**src/hw/rtl/fwdf_pkg.sv**
```systemverilog
// Shared types and constants for the fixed-width decimal formatter.
package fwdf_pkg;

    localparam int MAX_WIDTH   = 16;
    localparam int VALUE_W     = 32;
    localparam int NUM_DIGITS  = 10;
    localparam int BCD_W       = 4 * NUM_DIGITS;
    localparam int WIDTH_W     = 5;
    localparam int PLACE_W     = $clog2(MAX_WIDTH);
    localparam int CNT_W       = $clog2(VALUE_W);

    localparam logic [7:0] CHAR_ZERO  = 8'h30;
    localparam logic [7:0] CHAR_PLUS  = 8'h2B;
    localparam logic [7:0] CHAR_MINUS = 8'h2D;
    localparam logic [7:0] CHAR_NONE  = 8'h00;

    localparam logic [1:0] STATUS_OK  = 2'd0;
    localparam logic [1:0] STATUS_NEG = 2'd1;
    localparam logic [1:0] STATUS_OVF = 2'd2;

    localparam logic REG_FIELD_WIDTH = 1'b0;
    localparam logic REG_SIGN_MODE   = 1'b1;

    localparam logic [WIDTH_W-1:0] WIDTH_RESET = 5'd11;
    localparam logic [WIDTH_W-1:0] WIDTH_LIMIT = 5'(MAX_WIDTH);

    typedef enum logic [2:0] {
        ST_IDLE,
        ST_CONV,
        ST_CHECK,
        ST_EMIT,
        ST_FAIL
    } fwdf_state_t;

    typedef struct packed {
        logic load;
    } dab_ctrl_t;

endpackage

```
**src/hw/rtl/fwdf_dabble.sv**
```systemverilog
// Bit-serial binary to BCD converter.
module fwdf_dabble (
    input  logic                           clk,
    input  logic                           rst_n,
    input  fwdf_pkg::dab_ctrl_t            ctrl,
    input  logic [fwdf_pkg::VALUE_W-1:0]   mag,
    output logic                           run,
    output logic [fwdf_pkg::BCD_W-1:0]     bcd
);
    import fwdf_pkg::*;

    logic [VALUE_W-1:0] mag_reg, mag_next;
    logic [BCD_W-1:0]   bcd_reg, bcd_next;
    logic [BCD_W-1:0]   adj;
    logic [CNT_W-1:0]   cnt_reg, cnt_next;
    logic               run_reg, run_next;

    always_comb
    begin
        for (int i = 0; i < NUM_DIGITS; i++)
        begin
            if (bcd_reg[4*i +: 4] >= 4'd5)
                adj[4*i +: 4] = bcd_reg[4*i +: 4] + 4'd3;
            else
                adj[4*i +: 4] = bcd_reg[4*i +: 4];
        end
    end

    always_comb
    begin
        mag_next = mag_reg;
        bcd_next = bcd_reg;
        cnt_next = cnt_reg;
        run_next = run_reg;
        if (ctrl.load)
        begin
            mag_next = mag;
            bcd_next = '0;
            cnt_next = '0;
            run_next = 1'b1;
        end
        else if (run_reg)
        begin
            bcd_next = {adj[BCD_W-2:0], mag_reg[VALUE_W-1]};
            mag_next = {mag_reg[VALUE_W-2:0], 1'b0};
            cnt_next = cnt_reg + 1'b1;
            if (cnt_reg == CNT_W'(VALUE_W - 1))
                run_next = 1'b0;
        end
    end

    always_ff @(posedge clk or negedge rst_n)
    begin
        if (!rst_n)
        begin
            cnt_reg <= '0;
            run_reg <= 1'b0;
        end
        else
        begin
            cnt_reg <= cnt_next;
            run_reg <= run_next;
        end
    end

    always_ff @(posedge clk)
    begin
        mag_reg <= mag_next;
        bcd_reg <= bcd_next;
    end

    assign run = run_reg;
    assign bcd = bcd_reg;

endmodule

```
**src/hw/rtl/fixed_width_decimal_formatter.sv**
```systemverilog
// Top level: control sequencer, configuration registers and character output.
// An accepted value, unless it is negative with sign mode off, is converted by a
// bit-serial binary to BCD unit that takes one magnitude bit per cycle, followed by a
// range check; the characters then leave one per cycle, sign first when sign mode is
// on. busy stays high from acceptance until the final word, or the single error word
// on a width overflow or a negative value with sign mode off, has been produced. Each
// character word is shown for one cycle with strobe high, starting the cycle after it
// is produced, and cannot be held off.
module fixed_width_decimal_formatter (
    input  logic                           clk,
    input  logic                           rst_n,
    input  logic                           start,
    output logic                           busy,
    input  logic signed [31:0]             value,
    input  logic                           cfg_write,
    input  logic                           cfg_addr,
    input  logic [fwdf_pkg::WIDTH_W-1:0]   cfg_data,
    output logic                           strobe,
    output logic [7:0]                     character,
    output logic                           last,
    output logic [1:0]                     status
);
    import fwdf_pkg::*;

    fwdf_state_t         state_reg, state_next;
    logic [WIDTH_W-1:0]  width_reg;
    logic                sign_mode_reg;
    logic                neg_reg, neg_next;
    logic [1:0]          code_reg, code_next;
    logic [PLACE_W-1:0]  place_reg, place_next;
    logic                sign_pend_reg, sign_pend_next;
    logic                strobe_reg, strobe_next;
    logic [7:0]          character_reg, character_next;
    logic                last_reg, last_next;
    logic [1:0]          status_reg, status_next;

    dab_ctrl_t           dctl;
    logic                dab_run;
    logic [BCD_W-1:0]    bcd;
    logic [VALUE_W-1:0]  mag;
    logic                accept;
    logic                in_neg;
    logic [WIDTH_W-1:0]  fw;
    logic [WIDTH_W-1:0]  nfw;
    logic                ovf;
    logic [3:0]          digit;

    assign accept = start && (state_reg == ST_IDLE);
    assign in_neg = value[31];
    assign mag    = in_neg ? (VALUE_W'(0) - VALUE_W'(value)) : VALUE_W'(value);

    assign fw = (width_reg > WIDTH_LIMIT) ? WIDTH_LIMIT : width_reg;

    always_comb
    begin
        if (sign_mode_reg)
            nfw = (fw == '0) ? '0 : fw - 1'b1;
        else
            nfw = fw;
    end

    always_comb
    begin
        ovf = (nfw == '0);
        for (int i = 0; i < NUM_DIGITS; i++)
        begin
            if ((bcd[4*i +: 4] != 4'd0) && (WIDTH_W'(i) >= nfw))
                ovf = 1'b1;
        end
    end

    always_comb
    begin
        digit = 4'd0;
        for (int i = 0; i < NUM_DIGITS; i++)
        begin
            if (place_reg == PLACE_W'(i))
                digit = bcd[4*i +: 4];
        end
    end

    fwdf_dabble u_dabble (
        .clk   (clk),
        .rst_n (rst_n),
        .ctrl  (dctl),
        .mag   (mag),
        .run   (dab_run),
        .bcd   (bcd)
    );

    always_comb
    begin
        state_next = state_reg;
        case (state_reg)
            ST_IDLE:
            begin
                if (accept)
                    state_next = (in_neg && !sign_mode_reg) ? ST_FAIL : ST_CONV;
            end
            ST_CONV:
            begin
                if (!dab_run)
                    state_next = ST_CHECK;
            end
            ST_CHECK:
            begin
                state_next = ovf ? ST_FAIL : ST_EMIT;
            end
            ST_EMIT:
            begin
                if (!sign_pend_reg && (place_reg == '0))
                    state_next = ST_IDLE;
            end
            ST_FAIL:
            begin
                state_next = ST_IDLE;
            end
            default:
            begin
                state_next = ST_IDLE;
            end
        endcase
    end

    always_comb
    begin
        dctl.load      = 1'b0;
        neg_next       = neg_reg;
        code_next      = code_reg;
        place_next     = place_reg;
        sign_pend_next = sign_pend_reg;
        strobe_next    = 1'b0;
        character_next = character_reg;
        last_next      = last_reg;
        status_next    = status_reg;
        case (state_reg)
            ST_IDLE:
            begin
                if (accept)
                begin
                    neg_next  = in_neg;
                    code_next = STATUS_NEG;
                    dctl.load = !(in_neg && !sign_mode_reg);
                end
            end
            ST_CONV:
            begin
            end
            ST_CHECK:
            begin
                code_next      = STATUS_OVF;
                place_next     = PLACE_W'(nfw - 1'b1);
                sign_pend_next = sign_mode_reg;
            end
            ST_EMIT:
            begin
                strobe_next = 1'b1;
                status_next = STATUS_OK;
                if (sign_pend_reg)
                begin
                    character_next = neg_reg ? CHAR_MINUS : CHAR_PLUS;
                    last_next      = 1'b0;
                    sign_pend_next = 1'b0;
                end
                else
                begin
                    character_next = CHAR_ZERO + {4'd0, digit};
                    last_next      = (place_reg == '0);
                    place_next     = place_reg - 1'b1;
                end
            end
            ST_FAIL:
            begin
                strobe_next    = 1'b1;
                character_next = CHAR_NONE;
                last_next      = 1'b1;
                status_next    = code_reg;
            end
            default:
            begin
            end
        endcase
    end

    always_ff @(posedge clk or negedge rst_n)
    begin
        if (!rst_n)
        begin
            state_reg     <= ST_IDLE;
            width_reg     <= WIDTH_RESET;
            sign_mode_reg <= 1'b1;
            strobe_reg    <= 1'b0;
            sign_pend_reg <= 1'b0;
        end
        else
        begin
            state_reg     <= state_next;
            strobe_reg    <= strobe_next;
            sign_pend_reg <= sign_pend_next;
            if (cfg_write && (cfg_addr == REG_FIELD_WIDTH))
                width_reg <= cfg_data;
            if (cfg_write && (cfg_addr == REG_SIGN_MODE))
                sign_mode_reg <= cfg_data[0];
        end
    end

    always_ff @(posedge clk)
    begin
        neg_reg       <= neg_next;
        code_reg      <= code_next;
        place_reg     <= place_next;
        character_reg <= character_next;
        last_reg      <= last_next;
        status_reg    <= status_next;
    end

    assign busy      = (state_reg != ST_IDLE);
    assign strobe    = strobe_reg;
    assign character = character_reg;
    assign last      = last_reg;
    assign status    = status_reg;

    a_err_single: assert property (@(posedge clk) disable iff (!rst_n)
        (strobe && (status != STATUS_OK)) |-> (last && (character == CHAR_NONE)))
        else $error("error word not marked last");

    a_end_word: assert property (@(posedge clk) disable iff (!rst_n)
        $fell(busy) |-> (strobe && last))
        else $error("busy dropped without a final word");

    a_quiet_after_start: assert property (@(posedge clk) disable iff (!rst_n)
        (start && !busy) |=> !strobe)
        else $error("word shown right after accept");

    a_conv_idle: assert property (@(posedge clk) disable iff (!rst_n)
        (state_reg == ST_EMIT) |-> !dab_run)
        else $error("converter still running during output");

endmodule

```
**config.mk**
```make
export PLATFORM = sky130hd
export DESIGN_NAME = fixed_width_decimal_formatter
export DESIGN_NICKNAME = d
export VERILOG_FILES = /design/src/hw/rtl/fwdf_pkg.sv /design/src/hw/rtl/fwdf_dabble.sv /design/src/hw/rtl/fixed_width_decimal_formatter.sv
export SDC_FILE = /design/constraint.sdc
export NUM_CORES = 1
export LEC_CHECK = 0
export BUFFER_PORTS_ARGS = -buffer_cell sky130_fd_sc_hd__buf_2
export CAP_MARGIN = 25
export CORE_MARGIN = 4
export CORE_UTILIZATION = 35
export DETAILED_ROUTE_END_ITERATION = 8
export GPL_TIMING_DRIVEN = 1
export PLACE_DENSITY_LB_ADDON = 0.25
export SETUP_SLACK_MARGIN = 0.4
export SLEW_MARGIN = 20
export SYNTH_ARGS = -nofsm -noshare
export SYNTH_HDL_FRONTEND = slang
export SYNTH_SLANG_ARGS = --single-unit
```
**constraint.sdc**
```tcl
create_clock -name clk -period 4.3 [get_ports clk]
set_clock_uncertainty 0.15 [all_clocks]
set_input_delay 0 -clock clk [delete_from_list [all_inputs] [get_ports clk]]
set_output_delay 0 -clock clk [all_outputs]
set_load 0.02 [all_outputs]
```
==> metrics.txt, run 1 <==
Detailed Routing Iterations Pass 1 5; Leakage 3.27 nW; Rel. slew slack 0.328; most used flip-flop cell after synthesis edfxtp_1; post-CTS sizing 0; RSZ-0062 raised after global routing false; register area 2670 µm²; post-synth cell types 57; Worst-Skew Late Latency 0.35 ns; fill count 1802; vias in the first global route 5122; Clock transition at path regs 0.07 ns; Crit-path slowest cell dfrtp_1; Critical Path Stages 11; CTS tree yes; dpl hpwl 10600 µm; final count of pins violating max slew 0; # setup viols final 0; Commonest cells post-synth nand2_1 (80), o21ai_0 (79), nor2_1 (76); Die Width 145 µm; IO Port Bufs 52; Fin. Hold Viols 0; postcts setup bufs 0; diodes inserted 0; kind of critical path reg2reg; Hold Path Stages 4; HP Class in2reg; worst path bufs/invs 2; pin count of the biggest net entering global routing 66; dpl cells 1006; Die Ht 145 µm; grt ovf 0; Synth area leaders edfxtp_1 (22%), dfxtp_1 (12%), ha_1 (7.4%), o21ai_0 (6.0%), a21oi_1 (5.7%); Initial Util 0.361; most frequent cell after synthesis nand2_1; CP max FO 9; fmax 322 MHz; Avg Synthesized Cell Area 8.64 µm²; crit path from width_reg[4]$_DFFE_PN0P_; post-layout min period 3.10 ns; top cell family by delay on the critical path compound AO/OA/AOI/OAI gates; R2R cell count 11; MaxCap Viol Count 0; YS warnings 0; top cell type's share of synthesized area 0.220; first-pass GRT wire length 25900 µm; largest area contributor in the netlist edfxtp_1; critical path endpoint category register; DRT iter0 DRCs 363; Yosys reg bits 105; Clock Sinks 105; total number of vias 5440; Top Ports 55; DR vias/cell 5.11; Post-synth EDFFs 48; row count 49; cell area after synthesis 6570 µm²; CP startpoint kind register; core area 18200 µm²; CTS H-tree lvls 3; root buffer cell clkbuf_16; Die Footprint 21000 µm²; WL final 15600 µm; initial antenna violation count 0; run status complete, no violations; hold_buf cts 42; setup TNS 0 ns; area occupied by multi-input gates 3610 µm²; WP data arrival 3.20 ns; HP Start value[6]; Max clock buf depth 2; layout cell share with drive strength beyond 1 0.115; crit path cell chain inv_1, nand2_1, ha_1, nor3b_1, o221ai_1, inv_1, ha_1, nor4b_1, a311oi_1, a211o_1, o21a_1; Placer Congestion 0.899; # nets final 911; post-synthesis async set-or-reset flop share 0.162; Final ANT Viol Nets 0; fin crit share 0.722; power after layout 4.48 mW; Req. time, crit path 4.39 ns; GRT Overall Usage 0.147; Area Growth Syn to Fin 18.1%; Seq/Total Area, Yosys 0.407; Slew @ Worst Pin 1.01 ns; critical path's largest stage delay 0.47 ns; Place WS 1.23 ns; Final Non-Filler Cells 1064; Setup WS post-layout 1.20 ns; Mapped Cells 760; Worst VDD drop 0.000210 V; Largest register FFs 40; Cell Pwr Density 578 nW/µm²; Num CTS Buffers 9; reg-to-reg startpoint width_reg[4]$_DFFE_PN0P_; Residual DRC 0; WL/cell 14.6 µm
==> per-stage QoR <==
stage          utilization  hold slack (ns)  cell area, µm²
2_1_floorplan            -           -0.446            6570
3_3_place_gp         0.384           -0.178            6990
5_1_grt              0.426           0.0543            7750
4_1_cts              0.426          0.00127            7750
3_5_place_dp         0.384           -0.170            6990
6_report             0.426           0.0120            7750
==> final cells by class <==
type,count,share of cell area
Multi-Input combinational cell,579,0.466
Sequential cell,105,0.345
Timing Repair Buffer,97,0.0907
Tap cell,229,0.0370
Clock buffer,11,0.0300
Inverter,38,0.0184
Clock inverter,5,0.0134
==> power breakdown <==
group / switching, mW / internal [mW] / total [mW] / leakage [nW]
Clock: 0.368 / 0.570 / 0.938 / 0.164
Combinational: 0.966 / 0.746 / 1.71 / 2.07
Sequential: 0.346 / 1.49 / 1.83 / 1.04
==> worst paths after layout <==
| check | end | slack [ns] |
|---|---|---|
| max in group asynchronous | u_dabble.run$_DFF_PN0_ | 2.76 |
| worst min-delay path | u_dabble.mag_reg[6]$_DFFE_PP_ | 0.01 |
| worst max register to register | state_reg[2]$_DFFE_PN0P_ | 1.20 |
| worst min register to register | u_dabble.bcd[39]$_SDFFE_PP0P_ | 0.35 |
| worst max-delay path | state_reg[2]$_DFFE_PN0P_ | 1.20 |
| min in group asynchronous | sign_mode_reg$_DFFE_PN1P_ | 0.04 |
==> logic make-up (layout without fill, tap and decap cells) <==
| family | count (synthesis) | count (layout) | synth area share |
|---|---|---|---|
| simple gates | 254 | 254 | 0.185 |
| fa+ha+maj | 39 | 39 | 0.0743 |
| other cells | 1 | 2 | 0.000571 |
| mux | 20 | 20 | 0.0314 |
| buf+inv | 77 | 151 | 0.0453 |
| compound gates | 214 | 214 | 0.189 |
| flops | 105 | 105 | 0.407 |
| xor+xnor | 50 | 50 | 0.0667 |
==> worst reg2reg max path, stage by stage, from the launching register on <==
cell and delay, ns:
dfrtp_1 0.47, inv_1 0.15, nand2_1 0.11, ha_1 0.27, nor3b_1 0.20, o221ai_1 0.36, inv_1 0.09, ha_1 0.26
nor4b_1 0.27, a311oi_1 0.15, a211o_1 0.33, o21a_1 0.19
==> layer usage <==
metal | up-vias | share of wire | GRT usage
met1 | 2512 | 0.49 | 0.203
met3 | 18 | 0.047 | 0.0408
met2 | 105 | 0.45 | 0.231
met4 | 0 | 0.014 | 0.0361
met5 | - | 0 | 0
li1 | 2805 | - | -
==> placed cells by master (no fill, tap or decap), types with 12 or more instances in the layout <==
cell type	n
dlygate4sd3_1	42
buf_2	52
xnor2_1	14
dfxtp_1	40
inv_1	38
nand2_1	80
edfxtp_1	48
xor2_1	36
nor2_1	75
dfrtp_1	12
ha_1	39
nand2b_1	20
mux2i_1	15
o21ai_0	79
a21oi_1	75
nand3_1	18
(Power assumes the default switching activity.)
==> run 2, diff against run 1 <==
--- a/config.mk
+++ b/config.mk
@@ -5,6 +5,7 @@
 export SDC_FILE = /design/constraint.sdc
 export NUM_CORES = 1
 export LEC_CHECK = 0
+export ABC_AREA = 1
 export BUFFER_PORTS_ARGS = -buffer_cell sky130_fd_sc_hd__buf_2
 export CAP_MARGIN = 25
 export CORE_MARGIN = 4
==> constraint.sdc (replaced) <==
create_clock -name clk -period 3.1 [get_ports clk]
set_clock_uncertainty 0.15 [all_clocks]
set_input_delay 0 -clock clk [delete_from_list [all_inputs] [get_ports clk]]
set_output_delay 0 -clock clk [all_outputs]
set_load 0.02 [all_outputs]
==> metrics.txt, run 2 <==
pin count of the biggest net entering global routing 38 (was 66); CP max FO 4 (was 9); Detailed Routing Iterations Pass 1 5 (unchanged); dpl cells 1195 (was 1006); Seq/Total Area, Yosys 0.391 (was 0.407); Top Ports 55 (unchanged); hold_ws 0.0265 ns (was 0.0120 ns); Mapped Cells 894 (was 760); commonest non-fill, non-tap cell in the layout nand2_1 (unchanged); Rel. slew slack 0.545 (was 0.328); most used flip-flop cell after synthesis edfxtp_1 (unchanged); post-synthesis async set-or-reset flop share 0.162 (unchanged); Initial Util 0.360 (was 0.361); Fin. Hold Viols 0 (unchanged); DRT iter0 DRCs 245 (was 363); dpl cell area 7400 µm² (was 6990 µm²); WL final 16900 µm (was 15600 µm); top cell type's share of synthesized area 0.211 (was 0.220); Post-synth EDFFs 48 (unchanged); WP data arrival 2.66 ns (was 3.20 ns); dpl hpwl 12000 µm (was 10600 µm); largest area contributor in the netlist edfxtp_1 (unchanged); Worst-Skew Late Latency 0.36 ns (was 0.35 ns); Clock transition at path regs 0.07 ns (about the same); IO Port Bufs 52 (unchanged); Slew @ Worst Pin 0.680 ns (was 1.01 ns); total number of vias 6049 (was 5440); GRT Overall Usage 0.156 (was 0.147); kind of critical path reg2reg (unchanged); crit path cell chain nor2_1, nand2_1, nand2_2, nand2_2, ha_4, inv_1, nor2_1, nand2_1, nand2_1, nand2_1, nand2_2, ha_4, and3b_1, nand2_1, nand2_1, nand3_1, nand2_1, nand3_2, nand2_1, nand2_1, nand2_1 (was inv_1, nand2_1, ha_1, nor3b_1, o221ai_1, inv_1, ha_1, nor4b_1, a311oi_1, a211o_1, o21a_1); HP Class in2async (was in2reg); RSZ-0062 raised after global routing false (unchanged); Synth area leaders edfxtp_1 (21%), dfxtp_1 (12%), nand2_1 (11%), ha_1 (7.1%), inv_1 (6.4%) (was edfxtp_1 (22%), dfxtp_1 (12%), ha_1 (7.4%), o21ai_0 (6.0%), a21oi_1 (5.7%)); YS warnings 0 (unchanged); Max clock buf depth 2 (unchanged); final count of pins violating max slew 0 (unchanged); Placer Congestion 0.886 (was 0.899); CTS H-tree lvls 3 (unchanged); MaxCap Viol Count 0 (unchanged); initial antenna violation count 0 (unchanged); fin crit share 0.830 (was 0.722); Most common cell on crit path nand2_1; Num CTS Buffers 9 (unchanged); Crit-path slowest cell dfstp_2 (was dfrtp_1); CTS tree yes (unchanged); Largest register FFs 40 (unchanged); cell area after synthesis 6830 µm² (was 6570 µm²); Worst VDD drop 0.000365 V (was 0.000210 V); first-pass GRT wire length 28000 µm (was 25900 µm); post-synth cell types 53 (was 57); diodes inserted 0 (unchanged); setup TNS 0 ns (unchanged); Final Non-Filler Cells 1265 (was 1064); Residual DRC 0 (unchanged); layout cell share with drive strength beyond 1 0.134 (was 0.115); root buffer cell clkbuf_16 (unchanged); Die Footprint 21800 µm² (was 21000 µm²); critical path's largest stage delay 0.55 ns (was 0.47 ns); grt ovf 0 (unchanged); row count 50 (was 49); power after layout 6.59 mW (was 4.48 mW); Leakage 3.70 nW (was 3.27 nW); Die Width 148 µm (was 145 µm); Area Growth Syn to Fin 21.5% (was 18.1%); Cell Pwr Density 794 nW/µm² (was 578 nW/µm²); DR vias/cell 4.78 (was 5.11); # nets final 1081 (was 911); Yosys reg bits 105 (unchanged); post-layout min period 2.57 ns (was 3.10 ns); fmax 389 MHz (was 322 MHz); most frequent cells in the layout nand2_1 (196), inv_1 (116), o21ai_0 (84) (was nand2_1 (80), o21ai_0 (79), nor2_1 (75), a21oi_1 (75), buf_2 (52)); most frequent cell after synthesis nand2_1 (unchanged); Die Ht 148 µm (was 145 µm); Commonest cells post-synth nand2_1 (196), inv_1 (117), o21ai_0 (84) (was nand2_1 (80), o21ai_0 (79), nor2_1 (76)); fin area 8300 µm² (was 7750 µm²); Final ANT Viol Nets 0 (unchanged); vias in the first global route 5809 (was 5122); # setup viols final 0 (unchanged); core area 19000 µm² (was 18200 µm²); Avg Synthesized Cell Area 7.64 µm² (was 8.64 µm²); critical path endpoint category register (unchanged); Req. time, crit path 3.19 ns (was 4.39 ns); WL/cell 13.4 µm (was 14.6 µm); run status complete, no violations (unchanged); Clock Sinks 105 (unchanged); CP startpoint kind register (unchanged)
run 2: path summary, 6_finish.rpt:
| path | slack (ns) | cells after the start | start | to |
|---|---|---|---|---|
| min in group clk | 0.06 | 5 | value[11] | u_dabble.mag_reg[13]$_DFFE_PP_ |
| hold reg to reg | 0.29 | 2 | u_dabble.mag_reg[31]$_DFFE_PP_ | u_dabble.bcd[0]$_SDFFE_PP0P_ |
| hold / removal | 0.03 | 2 | rst_n | width_reg[3]$_DFFE_PN1P_ |
| setup / recovery | 0.53 | 21 | width_reg[0]$_DFFE_PN1P_ | state_reg[1]$_DFFE_PN0P_ |
| setup reg to reg | 0.53 | 21 | width_reg[0]$_DFFE_PN1P_ | state_reg[1]$_DFFE_PN0P_ |
| max in group asynchronous | 1.66 | 3 | rst_n | u_dabble.cnt_reg[1]$_DFFE_PN0P_ |
run 2: per-layer routing:
metal,track usage,wire [µm],up-vias
met4,0.0410,234,0
li1,-,-,3156
met5,0,0,-
met2,0.265,8080,92
met1,0.204,8060,2784
met3,0.0291,528,17
run 2: stage by stage:
stage / setup slack, ns / util
after global placement: 0.501 / 0.391
after CTS: 0.456 / 0.432
final: 0.527 / 0.438
after global routing: 0.351 / 0.438
after floorplan: 0.667 / -
after detailed placement: 0.477 / 0.391
run 2: area by class of cell:
type	count	area, µm²
Fill cell	1859	10700
Multi-Input combinational cell	643	3610
Sequential cell	105	2670
Timing Repair Buffer	115	873
Inverter	126	475
Tap cell	260	325
Clock buffer	9	225
Clock inverter	7	109
run 2: report_power, final:
| part | leakage [nW] | switching (mW) | internal [mW] | total, mW |
|---|---|---|---|---|
| combinational | 2.51 | 1.77 | 1.07 | 2.84 |
| clock | 0.158 | 0.525 | 0.782 | 1.31 |
| sequential | 1.03 | 0.316 | 2.13 | 2.44 |
| total | 3.70 | 2.61 | 3.98 | 6.59 |
run 2: kinds of logic after synthesis:
family	after synthesis	synth area share
AOI/OAI and AO/OA	166	0.134
xor gates and xnor gates	40	0.0540
adders and majority gates	39	0.0714
buffers and inverters	147	0.0855
DFF	105	0.391
muxes	3	0.00458
other	1	0.000549
and+or+nand+nor	393	0.259
run 2: critical path: cells and delay by family (launching register included):
| family | cells | cell delay [ns] |
|---|---|---|
| adders and majority gates | 2 | 0.30 |
| DFF | 1 | 0.55 |
| buffers and inverters | 1 | 0.03 |
| and+or+nand+nor | 18 | 1.42 |
run 2: repair_timing:
action                                  in CTS  in global routing
buffers inserted                             0                  8
endpoints found under the setup margin       0                  3
hold buffers                                46                  0
gates resized for setup                      0                  7
hold endpoints to repair                    56                  0
==> run 3, diff against run 2 <==
==> constraint.sdc (replaced) <==
create_clock -name clk -period 2.31 [get_ports clk]
set_clock_uncertainty 0.15 [all_clocks]
set_input_delay 0 -clock clk [delete_from_list [all_inputs] [get_ports clk]]
set_output_delay 0 -clock clk [all_outputs]
set_load 0.02 [all_outputs]
==> metrics.txt, run 3 (synthesized netlist as in run 2, its figures left out) <==
run status finished, violations left (was complete, no violations); failing checks negative setup slack; Residual DRC 0 (unchanged); diodes inserted 0 (unchanged); vias in the first global route 6119 (was 5809); core area 19000 µm² (unchanged); reg-to-reg startpoint width_reg[2]$_DFFE_PN0P_ (was width_reg[0]$_DFFE_PN1P_); Top Ports 55 (unchanged); pin count of the biggest net entering global routing 28 (was 38); Clock Sinks 105 (unchanged); Slew @ Worst Pin 0.662 ns (was 0.680 ns); post-layout min period 2.43 ns (was 2.57 ns); Max clock buf depth 2 (unchanged); Setup WS post-layout -0.125 ns (was 0.527 ns); final count of pins violating max slew 0 (unchanged); CTS H-tree lvls 3 (unchanged); Fin. Hold Viols 0 (unchanged); dpl cells 1220 (was 1195); Die Ht 148 µm (unchanged); Placer Congestion 0.872 (was 0.886); first-pass GRT wire length 29600 µm (was 28000 µm); DR vias/cell 4.84 (was 4.78); critical path endpoint category register (unchanged); fin crit share 1.05 (was 0.830); RSZ-0062 raised after global routing true (was false); most frequent cells in the layout nand2_1 (165), inv_1 (106), o21ai_0 (73) (was nand2_1 (196), inv_1 (116), o21ai_0 (84)); Detailed Routing Iterations Pass 1 5 (unchanged); FF-to-FF End state_reg[1]$_DFFE_PN0P_ (unchanged); Cell Pwr Density 1040 nW/µm² (was 794 nW/µm²); CP max FO 3 (was 4); fmax 411 MHz (was 389 MHz); crit path cell chain nor2_2, nand2_2, nand2_4, nand2_4, ha_4, inv_2, nor2_2, nand2_2, nand2_2, nand2_2, nand2_4, ha_4, buf_4, nand3_2, nand2_1, nand2_1, nand2_2, nor2_4, nand3_2, nand2_1, nand2_1, nand2_1 (was nor2_1, nand2_1, nand2_2, nand2_2, ha_4, inv_1, nor2_1, nand2_1, nand2_1, nand2_1, nand2_2, ha_4, and3b_1, nand2_1, nand2_1, nand3_1, nand2_1, nand3_2, nand2_1, nand2_1, nand2_1); MaxCap Viol Count 0 (unchanged); dpl hpwl 12500 µm (was 12000 µm); # nets final 1129 (was 1081); CTS tree yes (unchanged); IO Port Bufs 52 (unchanged); Leakage 4.13 nW (was 3.70 nW); Die Footprint 21800 µm² (unchanged); Worst-Skew Late Latency 0.36 ns (about the same); Crit-path slowest cell dfrtp_1 (was dfstp_2); kind of critical path reg2reg (unchanged); total number of vias 6352 (was 6049); critical path's largest stage delay 0.39 ns (was 0.55 ns); Final Non-Filler Cells 1313 (was 1265); Area Growth Syn to Fin 35.5% (was 21.5%); layout cell share with drive strength beyond 1 0.269 (was 0.134); # setup viols final 4 (was 0); Clock transition at path regs 0.07 ns (about the same); DRT iter0 DRCs 320 (was 245); R2R cell count 22 (was 21); HP Class in2async (unchanged); root buffer cell clkbuf_16 (unchanged); fill count 1817 (was 1859); M1 WL 8520 µm (was 8060 µm); setup slack, reg-to-reg -0.12 ns (was 0.53 ns); initial antenna violation count 0 (unchanged); WP data arrival 2.58 ns (was 2.66 ns); WL/cell 14.0 µm (was 13.4 µm); Largest register FFs 40 (unchanged); row count 50 (unchanged); Worst VDD drop 0.000484 V (was 0.000365 V); commonest non-fill, non-tap cell in the layout nand2_1 (unchanged); worst path bufs/invs 2 (was 1); metal2 WL 8910 µm (was 8080 µm); GRT Overall Usage 0.165 (was 0.156); top cell family by delay on the critical path simple AND/OR/NAND/NOR gates (unchanged); hold_ws 0.0157 ns (was 0.0265 ns); Final ANT Viol Nets 0 (unchanged); Num CTS Buffers 9 (unchanged); Req. time, crit path 2.46 ns (was 3.19 ns); Initial Util 0.360 (unchanged); WL met3 632 µm (was 528 µm); Rel. slew slack 0.557 (was 0.545); CP startpoint kind register (unchanged); WL final 18300 µm (was 16900 µm); grt ovf 0 (unchanged); Max Used Layer met4 (unchanged); Die Width 148 µm (unchanged)
-- run 3: cell types whose count changed in the layout (fill, tap and decap cells not counted), sizes merged --
cell	previous run	this run
bufinv	3	1
clkinv	3	6
inv	126	124
buf	69	117
dlymetal6s4s	0	2
dlygate4sd3	46	43
clkbuf	9	11
-- run 3: how the worst max path moves through the flow --
stage / cells after the start / start / slack [ns] / end
2_1_floorplan: 21 / width_reg[0]$_DFFE_PN1P_ / -0.05 / state_reg[1]$_DFFE_PN0P_
3_3_place_gp: 21 / width_reg[3]$_DFFE_PN1P_ / -0.09 / state_reg[1]$_DFFE_PN0P_
3_5_place_dp: 21 / width_reg[3]$_DFFE_PN1P_ / -0.10 / state_reg[1]$_DFFE_PN0P_
4_1_cts: 21 / width_reg[3]$_DFFE_PN1P_ / -0.1 / state_reg[1]$_DFFE_PN0P_
5_1_grt: 22 / width_reg[2]$_DFFE_PN0P_ / -0.32 / state_reg[1]$_DFFE_PN0P_
6_report: 22 / width_reg[2]$_DFFE_PN0P_ / -0.12 / state_reg[1]$_DFFE_PN0P_
-- run 3: worst register-to-register path: stages (launching register included) --
cell     delay [ns]
dfrtp_1        0.39
nor2_2         0.13
nand2_2        0.08
nand2_4        0.09
nand2_4        0.07
ha_4           0.16
inv_2          0.05
nor2_2         0.03
nand2_2        0.09
nand2_2        0.07
nand2_2        0.09
nand2_4        0.07
ha_4           0.16
buf_4          0.13
nand3_2        0.06
nand2_1        0.05
nand2_1        0.06
nand2_2        0.07
nor2_4         0.12
nand3_2        0.09
nand2_1        0.08
nand2_1        0.04
nand2_1        0.05
-- run 3: timing repair --
action                                  4_1_cts  5_1_grt
endpoints found under the setup margin       87       96
buffers inserted                             12       17
cloned                                        2        1
pin swaps                                    29       56
hold buffers                                 45        0
gates resized for setup                      60      110
endpoints found under the hold margin        56        0
-- run 3: area by class of cell --
class	count	area (µm²)	area share
clock inverters	6	58.8	0.00635
multi-input cells	643	4100	0.443
well taps	260	325	0.0351
inverters	126	503	0.0543
clock buffers	10	229	0.0247
flip-flops and latches	105	2670	0.289
repair buffers	163	1370	0.148
-- run 3: metal layers --
| layer | track usage | vias up |
|---|---|---|
| met3 | 0.0273 | 16 |
| met5 | 0 | - |
| met1 | 0.219 | 2958 |
| met2 | 0.282 | 125 |
| li1 | - | 3253 |
| met4 | 0.0443 | 0 |
-- run 3: through the flow --
step	total power [mW]	area [µm²]	setup slack, ns	utilization	TNS [ns]
floorplan	6.01	6880	-0.0478	-	-0.0960
global placement	7.11	7610	-0.0908	0.402	-0.252
detailed placement	7.16	7630	-0.102	0.402	-0.257
CTS	9.16	8710	-0.0970	0.459	-0.284
global route	10.3	9260	-0.323	0.488	-1.11
finish	9.59	9260	-0.125	0.488	-0.381
-- run 3: where the power goes --
group          total, mW  switching, mW  internal, mW  leakage, nW
clock               1.55          0.719         0.835        0.138
combinational       4.73           2.81          1.92         2.96
sequential          3.31          0.450          2.86         1.03
total               9.59           3.98          5.61         4.13
